File: src/rtl/otb_pkg.sv
// ----------------------------------------------------------------------------
// otb_pkg
// Types, constants and command/status bundles shared by the order book files.
// ----------------------------------------------------------------------------
`default_nettype none

package otb_pkg;

	localparam int ORDER_SLOTS = 64;
	localparam int PRICE_BITS  = 20;
	localparam int QTY_BITS    = 24;
	localparam int SLOT_BITS   = $clog2(ORDER_SLOTS);
	localparam int ARR_BITS    = 32;
	localparam int ID_BITS     = 16;

	localparam logic [SLOT_BITS-1:0] SLOT_LAST = SLOT_BITS'(ORDER_SLOTS - 1);

	typedef enum logic [1:0] {
		KIND_ADD    = 2'd0,
		KIND_MATCH  = 2'd1,
		KIND_CANCEL = 2'd2
	} kind_t;

	typedef enum logic {
		SIDE_BUY  = 1'b0,
		SIDE_SELL = 1'b1
	} side_t;

	typedef enum logic [2:0] {
		ST_RESTED   = 3'd0,
		ST_FILLED   = 3'd1,
		ST_REJECT   = 3'd2,
		ST_CANCEL   = 3'd3,
		ST_NOTFOUND = 3'd4,
		ST_FULL     = 3'd5
	} status_t;

	typedef enum logic [2:0] {
		S_IDLE,
		S_DECODE,
		S_SCAN,
		S_EVAL,
		S_FILL,
		S_FREE,
		S_REST,
		S_RESP
	} state_t;

	typedef struct packed {
		logic                  side;
		logic [PRICE_BITS-1:0] price;
		logic [ID_BITS-1:0]    owner_id;
		logic [QTY_BITS-1:0]   quantity;
		logic [ARR_BITS-1:0]   arrival;
	} entry_t;

	typedef struct packed {
		logic    in_ready;
		logic    scan_start;
		logic    scan_run;
		logic    fill;
		logic    free_start;
		logic    free_step;
		logic    rest;
		logic    set_status;
		status_t status;
		logic    load_out;
	} cmd_t;

	typedef struct packed {
		logic       in_valid;
		logic [1:0] kind;
		logic       qty_zero;
		logic       price_zero;
		logic       scan_done;
		logic       best_found;
		logic       any_cancel;
		logic       fill_done;
		logic       free_hit;
		logic       free_last;
		logic       out_busy;
	} sts_t;

endpackage

`default_nettype wire

File: src/rtl/otb_ctrl.sv
// ----------------------------------------------------------------------------
// otb_ctrl
// Sequencer that steps the datapath through decode, scans, fills and resting.
// ----------------------------------------------------------------------------
`default_nettype none

module otb_ctrl (
	input  logic          clk,
	input  logic          arst_n,
	input  otb_pkg::sts_t sts,
	output otb_pkg::cmd_t cmd
);
	import otb_pkg::*;

	state_t state_q, state_d;

	always_ff @(posedge clk or negedge arst_n) begin
		if (!arst_n) begin
			state_q <= S_IDLE;
		end else begin
			state_q <= state_d;
		end
	end

	always_comb begin
		state_d = state_q;
		cmd     = '0;
		cmd.status = ST_REJECT;
		unique case (state_q)
			S_IDLE: begin
				cmd.in_ready = 1'b1;
				if (sts.in_valid) begin
					state_d = S_DECODE;
				end
			end
			S_DECODE: begin
				unique case (sts.kind)
					KIND_ADD: begin
						if (sts.qty_zero || sts.price_zero) begin
							cmd.set_status = 1'b1;
							cmd.status     = ST_REJECT;
							state_d        = S_RESP;
						end else begin
							cmd.free_start = 1'b1;
							state_d        = S_FREE;
						end
					end
					KIND_MATCH: begin
						if (sts.qty_zero) begin
							cmd.set_status = 1'b1;
							cmd.status     = ST_REJECT;
							state_d        = S_RESP;
						end else begin
							cmd.scan_start = 1'b1;
							state_d        = S_SCAN;
						end
					end
					KIND_CANCEL: begin
						cmd.scan_start = 1'b1;
						state_d        = S_SCAN;
					end
					default: begin
						cmd.set_status = 1'b1;
						cmd.status     = ST_REJECT;
						state_d        = S_RESP;
					end
				endcase
			end
			S_SCAN: begin
				cmd.scan_run = 1'b1;
				if (sts.scan_done) begin
					state_d = S_EVAL;
				end
			end
			S_EVAL: begin
				if (sts.kind == KIND_CANCEL) begin
					cmd.set_status = 1'b1;
					cmd.status     = sts.any_cancel ? ST_CANCEL : ST_NOTFOUND;
					state_d        = S_RESP;
				end else if (sts.best_found) begin
					state_d = S_FILL;
				end else if (sts.price_zero) begin
					cmd.set_status = 1'b1;
					cmd.status     = ST_REJECT;
					state_d        = S_RESP;
				end else begin
					cmd.free_start = 1'b1;
					state_d        = S_FREE;
				end
			end
			S_FILL: begin
				cmd.fill = 1'b1;
				if (sts.fill_done) begin
					cmd.set_status = 1'b1;
					cmd.status     = ST_FILLED;
					state_d        = S_RESP;
				end else begin
					cmd.scan_start = 1'b1;
					state_d        = S_SCAN;
				end
			end
			S_FREE: begin
				if (sts.free_hit) begin
					state_d = S_REST;
				end else if (sts.free_last) begin
					cmd.set_status = 1'b1;
					cmd.status     = ST_FULL;
					state_d        = S_RESP;
				end else begin
					cmd.free_step = 1'b1;
				end
			end
			S_REST: begin
				cmd.rest       = 1'b1;
				cmd.set_status = 1'b1;
				cmd.status     = ST_RESTED;
				state_d        = S_RESP;
			end
			S_RESP: begin
				if (!sts.out_busy) begin
					cmd.load_out = 1'b1;
					state_d      = S_IDLE;
				end
			end
			default: begin
				state_d = S_IDLE;
			end
		endcase
	end

endmodule

`default_nettype wire

File: config.mk
export PLATFORM = sky130hd
export DESIGN_NAME = otb_ctrl
export DESIGN_NICKNAME = d
export VERILOG_FILES = /design/src/rtl/otb_pkg.sv /design/src/rtl/otb_ctrl.sv
export SDC_FILE = /design/constraint.sdc
export NUM_CORES = 1
export LEC_CHECK = 0
export ABC_AREA = 1
export BUFFER_PORTS_ARGS = -buffer_cell sky130_fd_sc_hd__buf_2
export CORE_AREA = 3 3 40 42
export DETAILED_ROUTE_END_ITERATION = 7
export DIE_AREA = 0 0 43 45
export PLACE_DENSITY = 0.78
export SLEW_MARGIN = 5
export SYNTH_ARGS = -nofsm -noshare
export SYNTH_HDL_FRONTEND = slang
export SYNTH_SLANG_ARGS = --single-unit
File: constraint.sdc
create_clock -name clk -period 1.3 [get_ports clk]
set_input_delay 0.065 -clock clk [delete_from_list [all_inputs] [get_ports clk]]
set_output_delay 0.065 -clock clk [all_outputs]
set_load 0.005 [all_outputs]
Word-level counts from Yosys, hierarchy flattened
Index checks and enable logic that the tools add are counted.

Equal/unequal tests: 13. Reduce and logical (&&, ||, !) cells: 4. Muxes and demuxes: 43.

Operator list (count): $mux 4 (8); $mux 3 (8); $pmux 3 s8 (1); $pmux 4 s5 (1); $mux 1 (16); $eq 3x3->1 const B (4); $pmux 4 s3 (1); $pmux 3 s3 (1); $mux 2 (4); $eq 3x2->1 const B (2); $ne 2x2->1 const B (3); $pmux 1 s2 (3); $reduce_and 4->1 (1); $eq 3x1->1 const B (1); $logic_not 3->1 (1); $ne 3x3->1 const B (1); $eq 2x1->1 const B (1); $eq 2x2->1 const B (1); $logic_not 2->1 (1); $logic_or 1x1->1 (1).

Output and inout bits: 12. Register bits: 3. Logic and storage cells: 61.

Longest topological paths before layout
Gate-level depths: netlist of run 1.

Depth in word-level cells: 4. Mapped depth: 8. Mapped depth without buffers: 8.

Worst setup path after synthesis of run 1
No wires, ideal clock.

Kind: reg-to-reg. From: register state_q[1]. To: register state_q[0]. Path buffers: 1. Setup time: 123 ps. Setup slack: 175 ps. Stages on the path, launching flop included: 8. Required time: 1177 ps. Clock period less this slack: 1125 ps. Arrival time: 1002 ps. Path through: dfrtp_1 -> buf_4 -> nor2_1 -> nand3b_1 -> nand2_1 -> nor2_2 -> o21ai_0 -> nand2_1.

Cells in the longest elaborated chain, start to end: 3.

RTL lines: start: declaration (line otb_ctrl.sv:15) `state_t state_q, state_d;`; start signal: assignment (line otb_ctrl.sv:21) `state_q <= state_d;`; $eq 3x3->1 (tied with other cells) (line otb_ctrl.sv:29) `unique case (state_q)`; $ne 3x3->1 (no source line) / $ne 2x2->1 (equally long branches); $reduce_and 4->1 (no source line).

Several ways; a longest one is shown, not always the timed one. A chain may end at the register's enable or synchronous reset.

==> results of run 1 <==
## cell type report
type | count | area (um2)
flip-flops and latches | 3 | 77.6
fillers | 124 | 430
well taps | 15 | 18.8
multi-input cells | 77 | 462
repair buffers | 33 | 195
inverters | 20 | 75.1
clock buffers | 4 | 26.3
## per-stage QoR
stage | hold slack (ns) | setup WS (ns) | setup TNS, ns | total power, mW | instances
after floorplan | -0.231 | 0.175 | 0 | 0.847 | 102
after global placement | -0.140 | 0.0447 | 0 | 1.11 | 142
after detailed placement | -0.137 | -0.00461 | -0.00461 | 1.12 | 142
after CTS | 0.150 | -0.103 | -0.436 | 1.52 | 152
after global routing | 0.151 | -0.181 | -1.24 | 1.83 | 152
final | 0.145 | -0.126 | -0.546 | 1.66 | 152
## logic make-up after synthesis
logic type,after synthesis,share of synthesized area
compound gates,15,0.140
fa+ha+maj,5,0.111
flops,3,0.133
buf+inv,22,0.160
simple gates,57,0.457
## metal layers
metal	up-vias	global-route usage	wire length, um
met5	-	0	0
met4	0	0.0723	43
met3	4	0.0558	118
met2	31	0.314	811
met1	336	0.210	693
li1	394	-	-
## power groups by stage
stage / clock, mW / combinational (mW) / sequential (mW)
finish: 0.171 / 1.24 / 0.246
global route: 0.192 / 1.38 / 0.253
CTS: 0.169 / 1.10 / 0.241
detailed placement: 0 / 0.897 / 0.228
global placement: 0 / 0.889 / 0.225
floorplan: 0 / 0.654 / 0.193
## worst register-to-register path: cells and delay by family, from the launching register on
| family | cells | cell delay [ns] |
|---|---|---|
| flip-flops | 1 | 0.46 |
| AO/OA/AOI/OAI | 1 | 0.08 |
| AND/OR/NAND/NOR | 5 | 0.39 |
| buffers and inverters | 2 | 0.27 |
## placed cells by master (no fill, tap or decap), drive strengths merged
cell / n
ha: 5
nor2: 13
nand3: 13
nand3b: 1
nand2: 26
clkbuf: 4
inv: 20
nor3: 1
dfrtp: 3
o2111ai: 1
a21oi: 4
o21ai: 10
nand4: 2
and2: 1
buf: 32
dlygate4sd3: 1
## synthesized netlist by cell type
cell type  count
nand2_1       25
nor3_1         1
a21oi_1        4
o21ai_0       10
nand3b_1       1
ha_1           5
and2_1         1
nor2_4         1
nand4_1        2
nand3_1       13
dfrtp_1        3
inv_2          1
nand2_2        1
buf_4          2
nor2_2         2
inv_1         19
o2111ai_1      1
nor2_1        10
## worst min-delay path by stage
stage	start	end	slack, ns	cells past startpoint
detailed placement	arst_n	state_q[2]	-0.14	1
global route	arst_n	state_q[1]	0.15	2
global placement	arst_n	state_q[1]	-0.14	1
floorplan	arst_n	state_q[0]	-0.23	0
finish	arst_n	state_q[1]	0.15	2
CTS	arst_n	state_q[1]	0.15	2
## repair_timing
action / CTS / global route
hold buffers: 1 / 0
setup buffers: 5 / 0
gates resized for setup: 15 / 13
endpoints found under the setup margin: 9 / 11
pin swaps: 5 / 5
hold endpoints to repair: 3 / 0
gates cloned: 0 / 0
==> impl_metrics.tcl, run 1 <==
set metrics [dict create \
    die_y_um 45 \
    finalClockSkew_ns 0.00573 \
    synth_nets 121 \
    cts_buffers 3 \
    nNetsFinal 157 \
    crit_end "cmd[10]" \
    drive_above_1_share 0.409 \
    antenna_cells 0 \
    violations "negative setup slack" \
    combPwrFrac 0.749 \
    worst_slew_pin_slew_ns 0.233 \
    clockRootBuffer "clkbuf_4" \
    synth_seq_cells 3 \
    drt_wl_total_um 1670 \
    num_rows 13 \
    min-delay-path-class "in2async" \
    slew_headroom 0.844 \
    rr_endpoint "state_q[0]" \
    peakVddDrop_mv 0.951 \
    clock_path_buffers 2 \
    synthTopCellsByArea "nand2_1 (17%), dfrtp_1 (13%), inv_1 (13%), nand3_1 (12%), ha_1 (11%)" \
    drt_pass1_iterations 4 \
    ant_nets 0 \
    grt_overflow 0 \
    fin_crit_sh 1.10 \
    critPathMaxStageDelay_ns 0.46 \
    worst-path-max-fanout 6 \
    yosysTopAreaCellShare 0.166 \
    share_seq_of_total_power 0.148 \
    gp_congestion 0.838 \
    leakagePower_nw 0.504 \
    vias_per_cell 5.03 \
    grt_pass1_wl_um 2680 \
    grt_max_degree 8 \
    worstSetupPathDepth 6 \
    portBuffers 25 \
    fin_crit_ns 1.43 \
    syn_to_final_growth_pct 51.4 \
    vias 765 \
    drt_iter0_markers 18 \
    fin_ws_ns -0.126 \
    ys_seq_area_frac 0.133 \
    crit_arrival_ns 1.36 \
    initial_core_util 0.439 \
    syn_area_um2 564 \
    synth.distinct_cells 18 \
    switching_power_uw 848 \
    design.die.area_mm2 0.00194 \
    power_density_mw_per_mm2 1940 \
    tritoncts "done" \
    crit_path_end_kind "output pin" \
    wl_per_cell_um 11.0 \
    rsz0062_at_grt "true" \
    htreeDepth 1 \
    reg2reg_slack_ns -0.02 \
    clkTransAtPathRegs_ns 0.04 \
    critPathSlowestCell "dfrtp_2" \
    top_register "state_q" \
    die_x_um 43 \
    antenna_found_initial 0 \
    largest_reg_flops 3 \
    postPlaceCellArea_um2 708 \
    utilization 0.665 \
    report.final.slew_viol_count 0 \
    remaining_drc_errors 0 \
    yosysWarningCount 0 \
    core_area_mm2 0.00128 \
    post-route-cell-area_um2 855 \
    dpl.hpwl_um 1250 \
    insertion_delay_ns 0.24 \
    power.clock.fraction 0.103 \
    cp-start-kind "flip-flop" \
    r2r-start "state_q[1]" \
    timing.max_cap.violations 0 \
    required_ns 1.24 \
    clkSinkCount 3 \
    cp.buffers_inverters 2 \
    yosys.area.top_type "nand2_1" \
    crit_start "state_q[1]" \
    critical_path_class "reg2out" \
    grtUsageTotal 0.182 \
    cpLargestDelayFamily "flip-flops" \
    reg2reg_depth 8 \
    grt_pass1_vias 698 \
    ios 26 \
    setup_viol 9 \
    reg_top3 "state_q (3)" \
    syn_inst 102 \
    outcome "finished, violations left" \
    switching_share 0.511 \
    clock.fmax_mhz 701 \
    p_int_uw 812 \
    synth_area_per_cell_um2 5.53 \
    hold_viol_final 0 \
    crit_chain "inv_2 -> nand2_1 -> nor2_4 -> nand2_2 -> o21ai_2 -> buf_2" \
]
Power figures use the tool's default switching activity.
==> run 2, diff against run 1 <==
- CTS_BUF_LIST: not set -> sky130_fd_sc_hd__clkbuf_4 sky130_fd_sc_hd__clkbuf_8
- GPL_TIMING_DRIVEN: not set -> 0
==> run 2 against run 1 <==
- the flow still finishes with violations (negative setup slack)
- non-clock buffer count is 1 higher
- hold slack better by 0.040 ns
- total power is 0.52% higher
- clock-buffer cell count stayed put
- first-iteration DRC count is 17% lower
- via count is 1.7% lower
- maximum frequency is 0.52% higher
- cell count is 0.66% higher
- sequential power is 8% lower
- register-to-register slack better by 0.06 ns
- largest cell class unchanged
==> impl_metrics.tcl, run 2 (synthesized netlist as in run 1, its figures left out) <==
set metrics [dict create \
    outcome "finished, violations left" \
    violations "negative setup slack" \
    ant_nets 0 \
    crit_start "state_q[1]" \
    crit_chain "buf_6 -> nor2_4 -> inv_2 -> nor2_4 -> buf_4 -> buf_6 -> buf_2" \
    gp_congestion 0.791 \
    wl_per_cell_um 10.8 \
    finalClockSkew_ns 0.00618 \
    final_cells 153 \
    ios 26 \
    fin_crit_sh 1.09 \
    insertion_delay_ns 0.24 \
    reg2reg_depth 8 \
    die_y_um 45 \
    cp-start-kind "flip-flop" \
    drt_iter0_markers 15 \
    clkTransAtPathRegs_ns 0.05 \
    initial_core_util 0.439 \
    cts_buffers 3 \
    leakagePower_nw 0.510 \
    layout_common_cells "buf_2 (25), nand2_1 (20), inv_1 (16)" \
    drive_above_1_share 0.428 \
    htreeDepth 1 \
    drt_wl_total_um 1650 \
    dp.cells 142 \
    crit_path_end_kind "output pin" \
    antenna_cells 0 \
    multi_input_area_um2 453 \
    num_rows 13 \
    required_ns 1.24 \
    reg_top3 "state_q (3)" \
    design.die.area_mm2 0.00194 \
    crit_arrival_ns 1.35 \
    critPathMaxStageDelay_ns 0.36 \
    critical_path_class "reg2out" \
    peakVddDrop_mv 0.961 \
    hold_viol_final 0 \
    syn_to_final_growth_pct 52.3 \
    power_density_mw_per_mm2 1940 \
    grt_overflow 0 \
    clkSinkCount 3 \
    antenna_found_initial 0 \
    nNetsFinal 158 \
    drt_pass1_iterations 4 \
    fill_cells 120 \
    worst-path-max-fanout 8 \
    dpl.hpwl_um 1220 \
    grt_max_degree 11 \
    vias 752 \
    remaining_drc_errors 0 \
    grt_pass1_wl_um 2570 \
    fin_ws_ns -0.118 \
    clock.fmax_mhz 705 \
    core_area_mm2 0.00128 \
    final_common_cell "buf_2" \
    grtUsageTotal 0.167 \
    tritoncts "done" \
    setup_viol 6 \
    largest_reg_flops 3 \
    critPathSlowestCell "dfrtp_1" \
    timing.max_cap.violations 0 \
    report.final.slew_viol_count 0 \
    clockRootBuffer "clkbuf_4" \
    portBuffers 25 \
    fin_crit_ns 1.42 \
    tns_ns -0.600 \
    rsz0062_at_grt "true" \
    grt_pass1_vias 666 \
    min-delay-path-class "in2async" \
    worst_slew_pin_slew_ns 0.239 \
    clock_path_buffers 2 \
    vias_per_cell 4.92 \
    register_area_um2 77.6 \
    die_x_um 43 \
    top_register "state_q" \
    r2r-start "state_q[1]" \
    slew_headroom 0.839 \
]
-- run 2: path summary, 6_finish.rpt --
kind / end / slack, ns
hold / removal: state_q[2] / 0.19
min in group clk: state_q[2] / 0.27
max in group asynchronous: state_q[0] / 0.98
hold reg to reg: state_q[1] / 0.77
setup reg to reg: state_q[0] / 0.04
setup / recovery: cmd[8] / -0.12
-- run 2: what timing repair did --
item	4_1_cts	5_1_grt
setup endpoints to repair	8	9
pin swaps	2	4
resized for setup	17	9
hold endpoints to repair	3	0
hold buffers	1	0
buffers inserted	3	3
-- run 2: layout make-up --
| cell class | count | area share |
|---|---|---|
| Buffer | 2 | 0.0218 |
| Clock buffer | 4 | 0.0349 |
| Inverter | 20 | 0.0902 |
| Multi-Input combinational cell | 77 | 0.527 |
| Sequential cell | 3 | 0.0902 |
| Tap cell | 15 | 0.0218 |
| Timing Repair Buffer | 32 | 0.214 |
-- run 2: routing by layer --
metal  vias to the layer above  wire, um  track usage
met2                        27       825        0.320
met1                       330       724        0.210
met4                         0        11       0.0361
met5                         -         0            0
li1                        393         -            -
met3                         2        91            0
-- run 2: through the flow --
stage / setup slack (ns) / power (mW) / cell area [um2] / hold WS [ns] / util
2_1_floorplan: 0.175 / 0.847 / 564 / -0.231 / -
3_3_place_gp: -0.00396 / 1.11 / 708 / -0.142 / 0.551
3_5_place_dp: -0.0325 / 1.13 / 708 / -0.139 / 0.551
4_1_cts: -0.102 / 1.50 / 805 / 0.154 / 0.626
5_1_grt: -0.184 / 1.81 / 860 / 0.188 / 0.669
6_report: -0.118 / 1.67 / 860 / 0.185 / 0.669
-- run 2: report_power, final --
| group | total [mW] | switching [mW] | internal [mW] |
|---|---|---|---|
| sequential | 0.227 | 0.0749 | 0.152 |
| clock | 0.198 | 0.0612 | 0.137 |
| combinational | 1.24 | 0.704 | 0.539 |
| total | 1.67 | 0.840 | 0.828 |
-- run 2: critical path, delay by kind of cell (launching register included) --
family	cells	cell delay (ns)
AND/OR/NAND/NOR	2	0.25
flip-flops	1	0.36
buffers and inverters	5	0.51
